File: src/rtl/sorted_timer_queue_core_macros.svh
// ---------------------------------------------------------------------------
// sorted timer queue assertion macros
// concurrent checks on clk, quiet while rst_n is low, empty for synthesis
// ---------------------------------------------------------------------------
`ifndef SORTED_TIMER_QUEUE_CORE_MACROS_SVH
`define SORTED_TIMER_QUEUE_CORE_MACROS_SVH

`ifndef SYNTHESIS

// expression holds at every edge out of reset
`define STQ_ASSERT_ALWAYS(lbl, expr) \
    lbl: assert property (@(posedge clk) disable iff (!rst_n) (expr)) \
        else $error("sorted timer queue check failed");

// consequent holds under non-overlapping implication from the antecedent
`define STQ_ASSERT_NEXT(lbl, ante, cons) \
    lbl: assert property (@(posedge clk) disable iff (!rst_n) (ante) |=> (cons)) \
        else $error("sorted timer queue check failed");

`else

`define STQ_ASSERT_ALWAYS(lbl, expr)
`define STQ_ASSERT_NEXT(lbl, ante, cons)

`endif

`endif

File: src/rtl/stq_pkg.sv
// ---------------------------------------------------------------------------
// stq_pkg
// field widths, command and result codes, sequencer states
// ---------------------------------------------------------------------------
package stq_pkg;

    localparam int ID_W   = 4;
    localparam int TIME_W = 64;

    typedef enum logic [1:0] {
        CMD_SET   = 2'd0,
        CMD_UNSET = 2'd1,
        CMD_RESET = 2'd2,
        CMD_TICK  = 2'd3
    } cmd_t;

    typedef enum logic [1:0] {
        KIND_FIRED       = 2'd0,
        KIND_SET_OK      = 2'd1,
        KIND_SET_REFUSED = 2'd2,
        KIND_DONE        = 2'd3
    } kind_t;

    typedef enum logic [4:0] {
        ST_IDLE,
        ST_DEL_RD,
        ST_DEL_CHK,
        ST_INS_RD,
        ST_INS_WK,
        ST_INS_CHK,
        ST_REF_ORD,
        ST_REF_WK,
        ST_REF_SET,
        ST_T_RD,
        ST_T_WK,
        ST_T_CHK,
        ST_T_FRD,
        ST_T_FOUT,
        ST_T_FWAIT,
        ST_T_SH_RD,
        ST_T_SH_WR,
        ST_LOAD,
        ST_WAIT
    } state_t;

endpackage

File: src/rtl/sorted_timer_queue_core.sv
// ---------------------------------------------------------------------------
// sorted_timer_queue_core
// timer list sorted by wake time, kept in an order ram and a wake-time ram
// ---------------------------------------------------------------------------
// Usage: one command item enters on in_valid/in_ready (command, waiter_id,
// wake_time, now_time). Results leave on out_valid/out_ready, one item per
// handshake; last marks the final item of a command. A tick gives one fired
// item per due waiter in queue order, then a status item. alarm_armed and
// alarm_time give the state after the whole command in every item.
// One command is worked at a time; in_ready is high only when idle, and the
// next command is taken the cycle after the final result item is accepted.
// Work per command: set is a tail-first insert, with a read, a wake-time
// lookup and a check step per moved entry; unset searches and compacts in
// one pass; reset is unset plus set. A tick scans waiters with a read, a
// lookup and a check step each, then gives each fired item with output wait,
// moves the remaining entries to the head, then gives the status. The order
// ram read is registered and the wake lookup is chained after it.
// Reset clears pending flags, count and alarm; the rams need no clearing.
// A stalled receiver holds the sequencer in its output wait state.
// ---------------------------------------------------------------------------
`include "sorted_timer_queue_core_macros.svh"

module sorted_timer_queue_core
    import stq_pkg::*;
#(
    parameter int WAITERS = 16
) (
    input  logic              clk,
    input  logic              rst_n,
    input  logic              in_valid,
    output logic              in_ready,
    input  logic [1:0]        command,
    input  logic [ID_W-1:0]   waiter_id,
    input  logic [TIME_W-1:0] wake_time,
    input  logic [TIME_W-1:0] now_time,
    output logic              out_valid,
    input  logic              out_ready,
    output logic [1:0]        kind,
    output logic [ID_W-1:0]   waiter_id_res,
    output logic              was_pending,
    output logic              alarm_armed,
    output logic [TIME_W-1:0] alarm_time,
    output logic              last
);

    localparam int AW = $clog2(WAITERS);
    localparam int CW = $clog2(WAITERS + 1);

    state_t state_reg, state_next;

    cmd_t              cmd_reg;
    kind_t             kind_reg;
    logic [ID_W-1:0]   id_reg;
    logic [TIME_W-1:0] wt_reg;
    logic [TIME_W-1:0] now_reg;
    logic [CW-1:0]     k_reg;
    logic [CW-1:0]     n_reg;
    logic [CW-1:0]     count_reg;
    logic [TIME_W-1:0] earliest_reg;
    logic              found_reg;
    logic              was_reg;
    logic [AW-1:0]     slot_reg;
    logic [WAITERS-1:0] pending_reg;

    logic              out_valid_reg;
    kind_t             res_kind_reg;
    logic [ID_W-1:0]   res_id_reg;
    logic              res_was_reg;
    logic              res_armed_reg;
    logic [TIME_W-1:0] res_time_reg;
    logic              res_last_reg;

    // ram ports
    logic              ord_we;
    logic [AW-1:0]     ord_waddr, ord_raddr, ord_wdata, ord_rdata;
    logic              wk_we;
    logic [AW-1:0]     wk_waddr, wk_raddr;
    logic [TIME_W-1:0] wk_rdata;

    logic              in_acc, out_acc;
    logic              id_ok, in_pend;
    logic [AW-1:0]     in_idx, id_idx;
    logic              wake_later, wake_due;
    logic              del_more;

    stq_ram #(.WIDTH(AW), .DEPTH(WAITERS)) u_order_ram (
        .clk   (clk),
        .we    (ord_we),
        .waddr (ord_waddr),
        .wdata (ord_wdata),
        .raddr (ord_raddr),
        .rdata (ord_rdata)
    );

    stq_ram #(.WIDTH(TIME_W), .DEPTH(WAITERS)) u_wake_ram (
        .clk   (clk),
        .we    (wk_we),
        .waddr (wk_waddr),
        .wdata (wake_time),
        .raddr (wk_raddr),
        .rdata (wk_rdata)
    );

    // handshake and decode helpers
    assign in_ready   = (state_reg == ST_IDLE);
    assign in_acc     = in_valid && in_ready;
    assign out_acc    = out_valid_reg && out_ready;
    assign id_ok      = 32'(waiter_id) < WAITERS;
    assign in_idx     = AW'(waiter_id);
    assign id_idx     = AW'(id_reg);
    assign in_pend    = id_ok && pending_reg[in_idx];
    assign wake_later = wk_rdata > wt_reg;
    assign wake_due   = wk_rdata <= now_reg;
    assign del_more   = CW'(k_reg + 1'b1) < count_reg;

    // next state
    always_comb
    begin
        state_next = state_reg;
        case (state_reg)
            ST_IDLE:
            begin
                if (in_acc)
                begin
                    if (cmd_t'(command) == CMD_TICK)
                        state_next = ST_T_RD;
                    else if (!id_ok)
                        state_next = ST_LOAD;
                    else if (cmd_t'(command) == CMD_SET)
                        state_next = in_pend ? ST_LOAD : ST_INS_RD;
                    else if (cmd_t'(command) == CMD_UNSET)
                        state_next = in_pend ? ST_DEL_RD : ST_LOAD;
                    else
                        state_next = in_pend ? ST_DEL_RD : ST_INS_RD;
                end
            end
            ST_DEL_RD:  state_next = ST_DEL_CHK;
            ST_DEL_CHK:
            begin
                if (del_more)
                    state_next = ST_DEL_RD;
                else if (cmd_reg == CMD_RESET)
                    state_next = ST_INS_RD;
                else
                    state_next = ST_REF_ORD;
            end
            ST_INS_RD:  state_next = (k_reg == '0) ? ST_REF_ORD : ST_INS_WK;
            ST_INS_WK:  state_next = ST_INS_CHK;
            ST_INS_CHK: state_next = wake_later ? ST_INS_RD : ST_REF_ORD;
            ST_REF_ORD: state_next = (count_reg == '0) ? ST_LOAD : ST_REF_WK;
            ST_REF_WK:  state_next = ST_REF_SET;
            ST_REF_SET: state_next = ST_LOAD;
            ST_T_RD:    state_next = (n_reg == count_reg) ? ST_T_FRD : ST_T_WK;
            ST_T_WK:    state_next = ST_T_CHK;
            ST_T_CHK:   state_next = wake_due ? ST_T_RD : ST_T_FRD;
            ST_T_FRD:   state_next = (k_reg == n_reg) ? ST_T_SH_RD : ST_T_FOUT;
            ST_T_FOUT:  state_next = ST_T_FWAIT;
            ST_T_FWAIT: state_next = out_acc ? ST_T_FRD : ST_T_FWAIT;
            ST_T_SH_RD: state_next = (k_reg == count_reg) ? ST_LOAD : ST_T_SH_WR;
            ST_T_SH_WR: state_next = ST_T_SH_RD;
            ST_LOAD:    state_next = ST_WAIT;
            ST_WAIT:    state_next = out_acc ? ST_IDLE : ST_WAIT;
            default:    state_next = ST_IDLE;
        endcase
    end

    // ram control
    always_comb
    begin
        ord_we    = 1'b0;
        ord_waddr = '0;
        ord_wdata = '0;
        ord_raddr = '0;
        wk_we     = 1'b0;
        wk_waddr  = in_idx;
        wk_raddr  = ord_rdata;
        case (state_reg)
            ST_IDLE:
            begin
                wk_we = in_acc && id_ok && (cmd_t'(command) == CMD_RESET
                        || (cmd_t'(command) == CMD_SET && !in_pend));
            end
            ST_DEL_RD:  ord_raddr = AW'(k_reg);
            ST_DEL_CHK:
            begin
                ord_we    = found_reg;
                ord_waddr = AW'(k_reg - 1'b1);
                ord_wdata = ord_rdata;
            end
            ST_INS_RD:
            begin
                ord_raddr = AW'(k_reg - 1'b1);
                ord_we    = (k_reg == '0);
                ord_waddr = '0;
                ord_wdata = id_idx;
            end
            ST_INS_CHK:
            begin
                ord_we    = 1'b1;
                ord_waddr = AW'(k_reg);
                ord_wdata = wake_later ? slot_reg : id_idx;
            end
            ST_T_RD:    ord_raddr = AW'(n_reg);
            ST_T_FRD:   ord_raddr = AW'(k_reg);
            ST_T_SH_RD: ord_raddr = AW'(k_reg + n_reg);
            ST_T_SH_WR:
            begin
                ord_we    = 1'b1;
                ord_waddr = AW'(k_reg);
                ord_wdata = ord_rdata;
            end
            default:
            begin
                ord_we = 1'b0;
            end
        endcase
    end

    // sequencer state
    always_ff @(posedge clk or negedge rst_n)
    begin
        if (!rst_n)
            state_reg <= ST_IDLE;
        else
            state_reg <= state_next;
    end

    // queue control state
    always_ff @(posedge clk or negedge rst_n)
    begin
        if (!rst_n)
        begin
            count_reg    <= '0;
            earliest_reg <= '0;
            pending_reg  <= '0;
        end
        else
        begin
            case (state_reg)
                ST_DEL_CHK:
                begin
                    if (!del_more)
                    begin
                        count_reg           <= CW'(count_reg - 1'b1);
                        pending_reg[id_idx] <= 1'b0;
                    end
                end
                ST_INS_RD:
                begin
                    if (k_reg == '0)
                    begin
                        count_reg           <= CW'(count_reg + 1'b1);
                        pending_reg[id_idx] <= 1'b1;
                    end
                end
                ST_INS_CHK:
                begin
                    if (!wake_later)
                    begin
                        count_reg           <= CW'(count_reg + 1'b1);
                        pending_reg[id_idx] <= 1'b1;
                    end
                end
                ST_REF_ORD:
                begin
                    if (count_reg == '0)
                        earliest_reg <= '0;
                end
                ST_REF_SET: earliest_reg <= wk_rdata;
                ST_T_RD:
                begin
                    if (n_reg == count_reg)
                    begin
                        count_reg    <= '0;
                        earliest_reg <= '0;
                    end
                end
                ST_T_CHK:
                begin
                    if (!wake_due)
                    begin
                        count_reg    <= CW'(count_reg - n_reg);
                        earliest_reg <= wk_rdata;
                    end
                end
                ST_T_FOUT: pending_reg[ord_rdata] <= 1'b0;
                default:
                begin
                    count_reg <= count_reg;
                end
            endcase
        end
    end

    // command payload and loop indexes
    always_ff @(posedge clk)
    begin
        case (state_reg)
            ST_IDLE:
            begin
                if (in_acc)
                begin
                    cmd_reg   <= cmd_t'(command);
                    id_reg    <= waiter_id;
                    wt_reg    <= wake_time;
                    now_reg   <= now_time;
                    was_reg   <= 1'b0;
                    found_reg <= 1'b0;
                    n_reg     <= '0;
                    if (cmd_t'(command) == CMD_SET && !in_pend && id_ok)
                        k_reg <= count_reg;
                    else if (cmd_t'(command) == CMD_RESET && !in_pend)
                        k_reg <= count_reg;
                    else
                        k_reg <= '0;
                    if (cmd_t'(command) == CMD_SET && id_ok)
                        kind_reg <= in_pend ? KIND_SET_REFUSED : KIND_SET_OK;
                    else
                        kind_reg <= KIND_DONE;
                end
            end
            ST_DEL_CHK:
            begin
                if (!found_reg && ord_rdata == id_idx)
                    found_reg <= 1'b1;
                if (del_more)
                begin
                    k_reg <= CW'(k_reg + 1'b1);
                end
                else
                begin
                    was_reg <= 1'b1;
                    k_reg   <= CW'(count_reg - 1'b1);
                end
            end
            ST_INS_WK:  slot_reg <= ord_rdata;
            ST_INS_CHK:
            begin
                if (wake_later)
                    k_reg <= CW'(k_reg - 1'b1);
            end
            ST_T_CHK:
            begin
                if (wake_due)
                    n_reg <= CW'(n_reg + 1'b1);
                k_reg <= '0;
            end
            ST_T_RD:    k_reg <= '0;
            ST_T_FRD:
            begin
                if (k_reg == n_reg)
                    k_reg <= '0;
            end
            ST_T_FWAIT:
            begin
                if (out_acc)
                    k_reg <= CW'(k_reg + 1'b1);
            end
            ST_T_SH_WR: k_reg <= CW'(k_reg + 1'b1);
            default:
            begin
                k_reg <= k_reg;
            end
        endcase
    end

    // result register valid
    always_ff @(posedge clk or negedge rst_n)
    begin
        if (!rst_n)
            out_valid_reg <= 1'b0;
        else if (state_reg == ST_LOAD || state_reg == ST_T_FOUT)
            out_valid_reg <= 1'b1;
        else if (out_acc)
            out_valid_reg <= 1'b0;
    end

    // result register payload
    always_ff @(posedge clk)
    begin
        if (state_reg == ST_LOAD || state_reg == ST_T_FOUT)
        begin
            res_armed_reg <= (count_reg != '0);
            res_time_reg  <= (count_reg != '0) ? earliest_reg : '0;
            if (state_reg == ST_T_FOUT)
            begin
                res_kind_reg <= KIND_FIRED;
                res_id_reg   <= ID_W'(ord_rdata);
                res_was_reg  <= 1'b0;
                res_last_reg <= 1'b0;
            end
            else
            begin
                res_kind_reg <= kind_reg;
                res_id_reg   <= (cmd_reg == CMD_TICK) ? '0 : id_reg;
                res_was_reg  <= was_reg;
                res_last_reg <= 1'b1;
            end
        end
    end

    assign out_valid     = out_valid_reg;
    assign kind          = res_kind_reg;
    assign waiter_id_res = res_id_reg;
    assign was_pending   = res_was_reg;
    assign alarm_armed   = res_armed_reg;
    assign alarm_time    = res_time_reg;
    assign last          = res_last_reg;

    // checks
    `STQ_ASSERT_ALWAYS(a_idle_no_result, !(state_reg == ST_IDLE && out_valid_reg))
    `STQ_ASSERT_ALWAYS(a_count_bound, 32'(count_reg) <= WAITERS)
    `STQ_ASSERT_ALWAYS(a_count_matches_flags,
        !(state_reg == ST_IDLE) || ($countones(pending_reg) == 32'(count_reg)))
    `STQ_ASSERT_NEXT(a_accept_leaves_idle, in_acc, state_reg != ST_IDLE)
    `STQ_ASSERT_ALWAYS(a_armed_when_nonempty,
        !(state_reg == ST_WAIT) || (res_armed_reg == (count_reg != '0)))

endmodule

File: src/rtl/stq_ram.sv
// ---------------------------------------------------------------------------
// stq_ram
// simple dual-port ram, one write and one registered read per cycle
// ---------------------------------------------------------------------------
module stq_ram #(
    parameter int WIDTH = 8,
    parameter int DEPTH = 16
) (
    input  logic                     clk,
    input  logic                     we,
    input  logic [$clog2(DEPTH)-1:0] waddr,
    input  logic [WIDTH-1:0]         wdata,
    input  logic [$clog2(DEPTH)-1:0] raddr,
    output logic [WIDTH-1:0]         rdata
);

    logic [WIDTH-1:0] mem [DEPTH];

    // write port and registered read port
    always_ff @(posedge clk)
    begin
        if (we)
        begin
            mem[waddr] <= wdata;
        end
        rdata <= mem[raddr];
    end

endmodule
File: config.mk
export PLATFORM = sky130hd
export DESIGN_NAME = sorted_timer_queue_core
export DESIGN_NICKNAME = d
export VERILOG_FILES = /design/src/rtl/stq_pkg.sv /design/src/rtl/sorted_timer_queue_core.sv /design/src/rtl/stq_ram.sv
export VERILOG_INCLUDE_DIRS = /design/src /design/src/rtl
export SDC_FILE = /design/constraint.sdc
export NUM_CORES = 2
export LEC_CHECK = 0
export BUFFER_PORTS_ARGS = -buffer_cell sky130_fd_sc_hd__buf_2
export CORE_MARGIN = 5
export CORE_UTILIZATION = 38
export DETAILED_ROUTE_END_ITERATION = 8
export PLACE_DENSITY = 0.55
export SLEW_MARGIN = 20
export SYNTH_ARGS = -nofsm -noshare
export SYNTH_HDL_FRONTEND = slang
export SYNTH_SLANG_ARGS = --single-unit
File: constraint.sdc
create_clock -name clk -period 11.1 [get_ports clk]
set_input_delay 2.22 -clock clk [delete_from_list [all_inputs] [get_ports clk]]
set_output_delay 2.22 -clock clk [all_outputs]
set_load 0.02 [all_outputs]
# Yosys cells after proc, flatten, opt, wreduce, memory -nomap -nowiden
# Memory sizes are Yosys's and may differ from the RTL's. A register that Yosys moved wholly into a read port is not among the register bits.
# Cells that the tools add are included.
# word_totals
ff_bits	316
out_inout_bits	75
input_bits	138
elab_cells	189
ramBits	1088
mem_count	2
# mem_list
memory	depth	width	rd	rd_ports_with_merged_regs	write_ports	line	source
u_wake_ram.mem	16	64	1	1	1	stq_ram.sv:17	logic [WIDTH-1:0] mem [DEPTH];
u_order_ram.mem	16	4	1	1	1	stq_ram.sv:17	
# op_classes
n_mux	71
bitwise_logic	5
magnitude_cmp	8
n_addsub	7
reduce_logical	36
eq_ne	39
# op_table
operator	n
one-hot mux 64 bit (4 select lines)	1
two-way mux 64 bit	3
two-way mux 5 bit	22
one-hot mux 5 bit (19 select lines)	1
> comparator 64 bit	1
<= comparator 64 bit	1
one-hot mux 16 bit (4 select lines)	1
two-way mux 16 bit	3
== test 5 x 4 -> 1 bit, second input constant	8
one-hot mux 5 bit (7 select lines)	1
bitwise AND 16 bit	2
inverter 16 bit	2
one-hot mux 5 bit (5 select lines)	1
!= test 2 bit, second input constant	11
== test 5 x 3 -> 1 bit, second input constant	4
bitwise OR 16 bit	1
one-hot mux 4 bit (4 select lines)	1
adder 5 x 1 -> 5 bit, second input constant	3
== test 5 bit	3
== test 5 bit, second input constant	3
zero test 5 bit	3
< comparator 4 x 5 -> 1 bit, second input constant	3
two-way mux 1 bit	15
two-way mux 3 bit	5
34 further kinds	67

# Depth between registers and ports, before layout
# logic_depth
word_depth	9
depth_mapped	15
ltp_nobuf	12

# By module
# A second synthesis with hierarchy kept.
# unflattened
cells_unflattened	3293
area_unflattened_um2	58765.1
# by_module_without_submodules
mod	cells_each	area_per_inst_um2	instances	seq_area_each_um2
stq_ram at u_wake_ram	1647	39581.7	1	32030.7
sorted_timer_queue_core	1516	16517.1	1	9033.7
stq_ram at u_order_ram	130	2666.3	1	2001.9

# Worst setup path before layout
# OpenSTA, ideal clock, no wires.
# synth_path
path_kind	input -> register
from	input port waiter_id[0]
to	memory u_wake_ram.mem[0][0] (netlist name), enable pin
t_arrival_ns	8.523
path_slack_ns	2.013
stages	7
n_path_buf	1
t_required_ns	10.535
setup_ns	0.565
path_cell_list	clkbuf_1 > mux4_2 > mux4_2 > nor2b_1 > nor4_1 > nand2b_1 > nor3_1
# synth_between
elab_chain_len	9
# synth_rtl
item	line	source
start: declaration	sorted_timer_queue_core.sv:33	input logic [ID_W-1:0] waiter_id,
binary-select mux 1 bit (select 4 bit)	sorted_timer_queue_core.sv:111	assign in_pend = id_ok && pending_reg[in_idx];
two-way mux 1 bit (not written as such)	sorted_timer_queue_core.sv:111	
zero test 1 bit	sorted_timer_queue_core.sv:181	|| (cmd_t'(command) == CMD_SET && !in_pend));
logical AND 1 bit	sorted_timer_queue_core.sv:181	
logical OR 1 bit	sorted_timer_queue_core.sv:181	
logical AND 1 bit	sorted_timer_queue_core.sv:180	wk_we = in_acc && id_ok && (cmd_t'(command) == CMD_RESET
two-way mux 1 bit	sorted_timer_queue_core.sv:177	case (state_reg)
two-way mux 1 bit	stq_ram.sv:22	if (we)
two-way mux 1 bit (not written as such)	stq_ram.sv:24	mem[waddr] <= wdata;
end: declaration	stq_ram.sv:17	
# Several ways; a longest one is shown, not always the timed one. The select of a mux whose other input is x is not followed.

# Final worst setup path
# layout_path
from	input port waiter_id[0]
to	memory u_wake_ram.mem[14][44] (netlist name), enable pin
# The elaborated chain is that of the path after synthesis.

==> flow_metrics.env <==
export IMPL_status="complete, no violations"
export IMPL_leakage_nw=23.4
export IMPL_largest_reg_flops=1024
export IMPL_cts_tree="built"
export IMPL_synth_compound_area_share_pct=3.64
export IMPL_end_kind="register"
export IMPL_die_area_um2=164000
export IMPL_cpPeakStageDelay_ns=0.79
export IMPL_grt_setup_unrepaired="false"
export IMPL_path_clk_slew_ns=0.06
export IMPL_grt_overflow_total=0
export IMPL_yosys_mux_area_fraction_pct=13.5
export IMPL_cts_resized=0
export IMPL_worst_pin_slew_ns=1.14
export IMPL_crit_top_cell="mux4_2"
export IMPL_clock_latency_ns=0.77
export IMPL_top_register="u_wake_ram.mem"
export IMPL_avgViaCountPerCell=5.31
export IMPL_antenna_found_initial=22
export IMPL_crit_required_ns=11.48
export IMPL_drtAntennaViolNets=0
export IMPL_cts_buffer_depth=3
export IMPL_multi_input_area_um2=15000
export IMPL_yosysSeqAreaShare_pct=72.8
export IMPL_grt_max_degree=158
export IMPL_r2r_start="u_wake_ram.rdata[21]$_DFF_P_"
export IMPL_power_density_nw_per_um2=247
export IMPL_nets=3820
export IMPL_drt_initial_drc_count=2458
export IMPL_gr_usage_all_layers_pct=18.4
export IMPL_relSlewSlack_pct=24.2
export IMPL_syn_nets=3540
export IMPL_rows=144
export IMPL_cap_violations=0
export IMPL_firstDrtPassIters=7
export IMPL_hp_class="register to register"
export IMPL_cp_data_arrival_time_ns=6.06
export IMPL_n_fill_cell=13500
export IMPL_crit_type="primary input to register"
export IMPL_synth_top_family_by_area="multiplexers"
export IMPL_synth_top_area_cell="edfxtp_1"
export IMPL_crit_chain="buf_2, mux4_2, mux4_2, nor2b_1, nor4_1, nand2_1, nor2_4, buf_4"
export IMPL_io_buffers=212
export IMPL_synth_most_common_cell="edfxtp_1"
export IMPL_final_setup_viol_count=0
export IMPL_synth_top_area_share_pct=66.7
export IMPL_cts_buffers=158
export IMPL_syn_inst=3255
export IMPL_crit_slowest_cell="buf_4"
export IMPL_fin_crit_sh_pct=51.1
export IMPL_worstHoldPathCells=2
export IMPL_wl_um=150000
export IMPL_die_height_um=405
export IMPL_syn_to_final_growth_pct=15.0
export IMPL_r2r_cells=9
export IMPL_fin_tns_setup_ns=0
export IMPL_synth_fa_ha_area_share_pct=3.14
export IMPL_start_util_pct=38.3
export IMPL_hold_viol=0
export IMPL_min_from="earliest_reg[6]$_DFFE_PN0P_"
export IMPL_synth_simple_gate_area_share_pct=4.39
export IMPL_netlist_area_um2=59100
export IMPL_whs_ns=0.468
export IMPL_synthDistinctLibCells=75
export IMPL_post_route_min_period_ns=5.68
export IMPL_synth_edff_count=1313
export IMPL_dr_total_vias=30400
export IMPL_crit_fanout=42
export IMPL_drv_slew=0
export IMPL_postCtsHoldBufs=0
export IMPL_cts_num_sinks=1472
export IMPL_hpwlAfterDp_um=92500
export IMPL_ctsHtreeMaxLevel=4
export IMPL_fin_skew_ns=0.0377
export IMPL_ioPinCount=213
export IMPL_cts_setup_buffers=0
export IMPL_yosys_warnings=0
export IMPL_r2r_slack_ns=6.16
export IMPL_drive_gt1_share_pct=23.7
export IMPL_root_buffer="clkbuf_16"
export IMPL_die_w_um=405
export IMPL_ir_worst_vdd_v=0.000262
export IMPL_synth_commonest_cells="edfxtp_1, mux4_2, nand2_1, inv_1, ha_1"
export IMPL_synth_xor_xnor_area_share_pct=0.400
export IMPL_avgRoutedWirePerCell_um=26.2
export IMPL_synth_area_per_cell_um2=18.2
export IMPL_register_area_um2=43100
export IMPL_fmax_mhz=176
export IMPL_drcViolationCount=0
export IMPL_coreArea_um2=154000
export IMPL_min_to="earliest_reg[6]$_DFFE_PN0P_"
export IMPL_grt_pass1_wl_um=220000
export IMPL_synthFlopType="edfxtp_1"
export IMPL_synthTopCellsByArea="edfxtp_1, mux4_2, dfrtp_1"
export IMPL_grt_pass1_vias=31400
export IMPL_rr_endpoint="earliest_reg[26]$_DFFE_PN0P_"
export IMPL_synth_seq_cells=1472
export IMPL_place_congestion=0.863
export IMPL_async_flop_share_pct=6.18
export IMPL_start_kind="primary input"
layout by cell type, fill, tap and decap left out, types with 14 or more instances in the layout:
cell type  netlist  layout
nor3_1          34      29
xor2_1          14      14
buf_2            9     211
mux4_2         325     325
edfxtp_1      1313    1313
nor2_1          98      85
clkinv_1         1      26
o21ai_0        116     116
ha_1           145     145
o22ai_1         22      22
nand2b_1        19      19
nand2_1        223     223
and2_1          68      68
nor2b_1         17      17
dfrtp_1         91      91
clkbuf_8         0      17
a21oi_1         98      98
clkbuf_1        93      35
nand3_1         28      28
dfxtp_1         68      64
inv_1          176     174
clkbuf_16        0     160
nand4_1         24      24
buf_4            4      50
mux2i_1         63      63
clkinv_2         0      26
worst max path at each step:
stage            startpoint  cells past startpoint  slack [ns]                               end
2_1_floorplan  waiter_id[0]                      7        2.01    u_wake_ram.mem[0][0]$_DFFE_PP_
3_3_place_gp   waiter_id[0]                      8        4.60  u_wake_ram.mem[14][41]$_DFFE_PP_
3_5_place_dp   waiter_id[0]                      8        4.61  u_wake_ram.mem[14][43]$_DFFE_PP_
4_1_cts        waiter_id[0]                      8        5.42  u_wake_ram.mem[14][36]$_DFFE_PP_
5_1_grt        waiter_id[0]                      8        5.21  u_wake_ram.mem[14][36]$_DFFE_PP_
6_report       waiter_id[0]                      8        5.42  u_wake_ram.mem[14][44]$_DFFE_PP_
stage by stage:
stage | instance area (µm²) | setup WS (ns) | instances | util (%) | total power [W]
2_1_floorplan | 59100 | 2.01 | 3255 | - | 0.0102
3_3_place_gp | 62700 | 4.60 | 5417 | 40.6 | 0.0118
3_5_place_dp | 62700 | 4.61 | 5418 | 40.6 | 0.0118
4_1_cts | 67900 | 5.42 | 5711 | 44.0 | 0.0171
5_1_grt | 68000 | 5.21 | 5712 | 44.0 | 0.0177
6_report | 68000 | 5.42 | 5720 | 44.0 | 0.0168
power breakdown:
| part | switching [W] | internal (W) |
|---|---|---|
| clock | 0.00217 | 0.00306 |
| sequential | 0.000467 | 0.00655 |
| combinational | 0.00257 | 0.00201 |
worst max-delay path, delay by kind of cell:
kind,cells,cell delay [ns]
buffers and inverters,2,1.02
muxes,2,1.07
and+or+nand+nor,4,1.66
cell families after synthesis:
kind of cell	after synthesis
adder cells (fa/ha/maj)	147
AND/OR/NAND/NOR	550
multiplexers	389
buffers and inverters	322
XOR/XNOR	27
AO/OA/AOI/OAI	348
flip-flops	1472
final cells by class:
cell class / count / share of cell area (%)
multi-input combinational: 1461 / 22.0
sequential: 1472 / 63.4
clock buffer: 212 / 6.43
timing repair buffer: 265 / 2.21
antenna: 8 / 0.0294
inverter: 177 / 0.988
clock inverter: 81 / 1.21
tap: 2044 / 3.76
per-layer routing:
layer	wire length, µm	track usage [%]	up-vias
met3	9070	4.01	210
met1	63700	24.7	15900
met4	3090	4.54	12
met2	74200	30.7	861
li1	-	-	13400
met5	76	0	-
(Power assumes the default switching activity.)
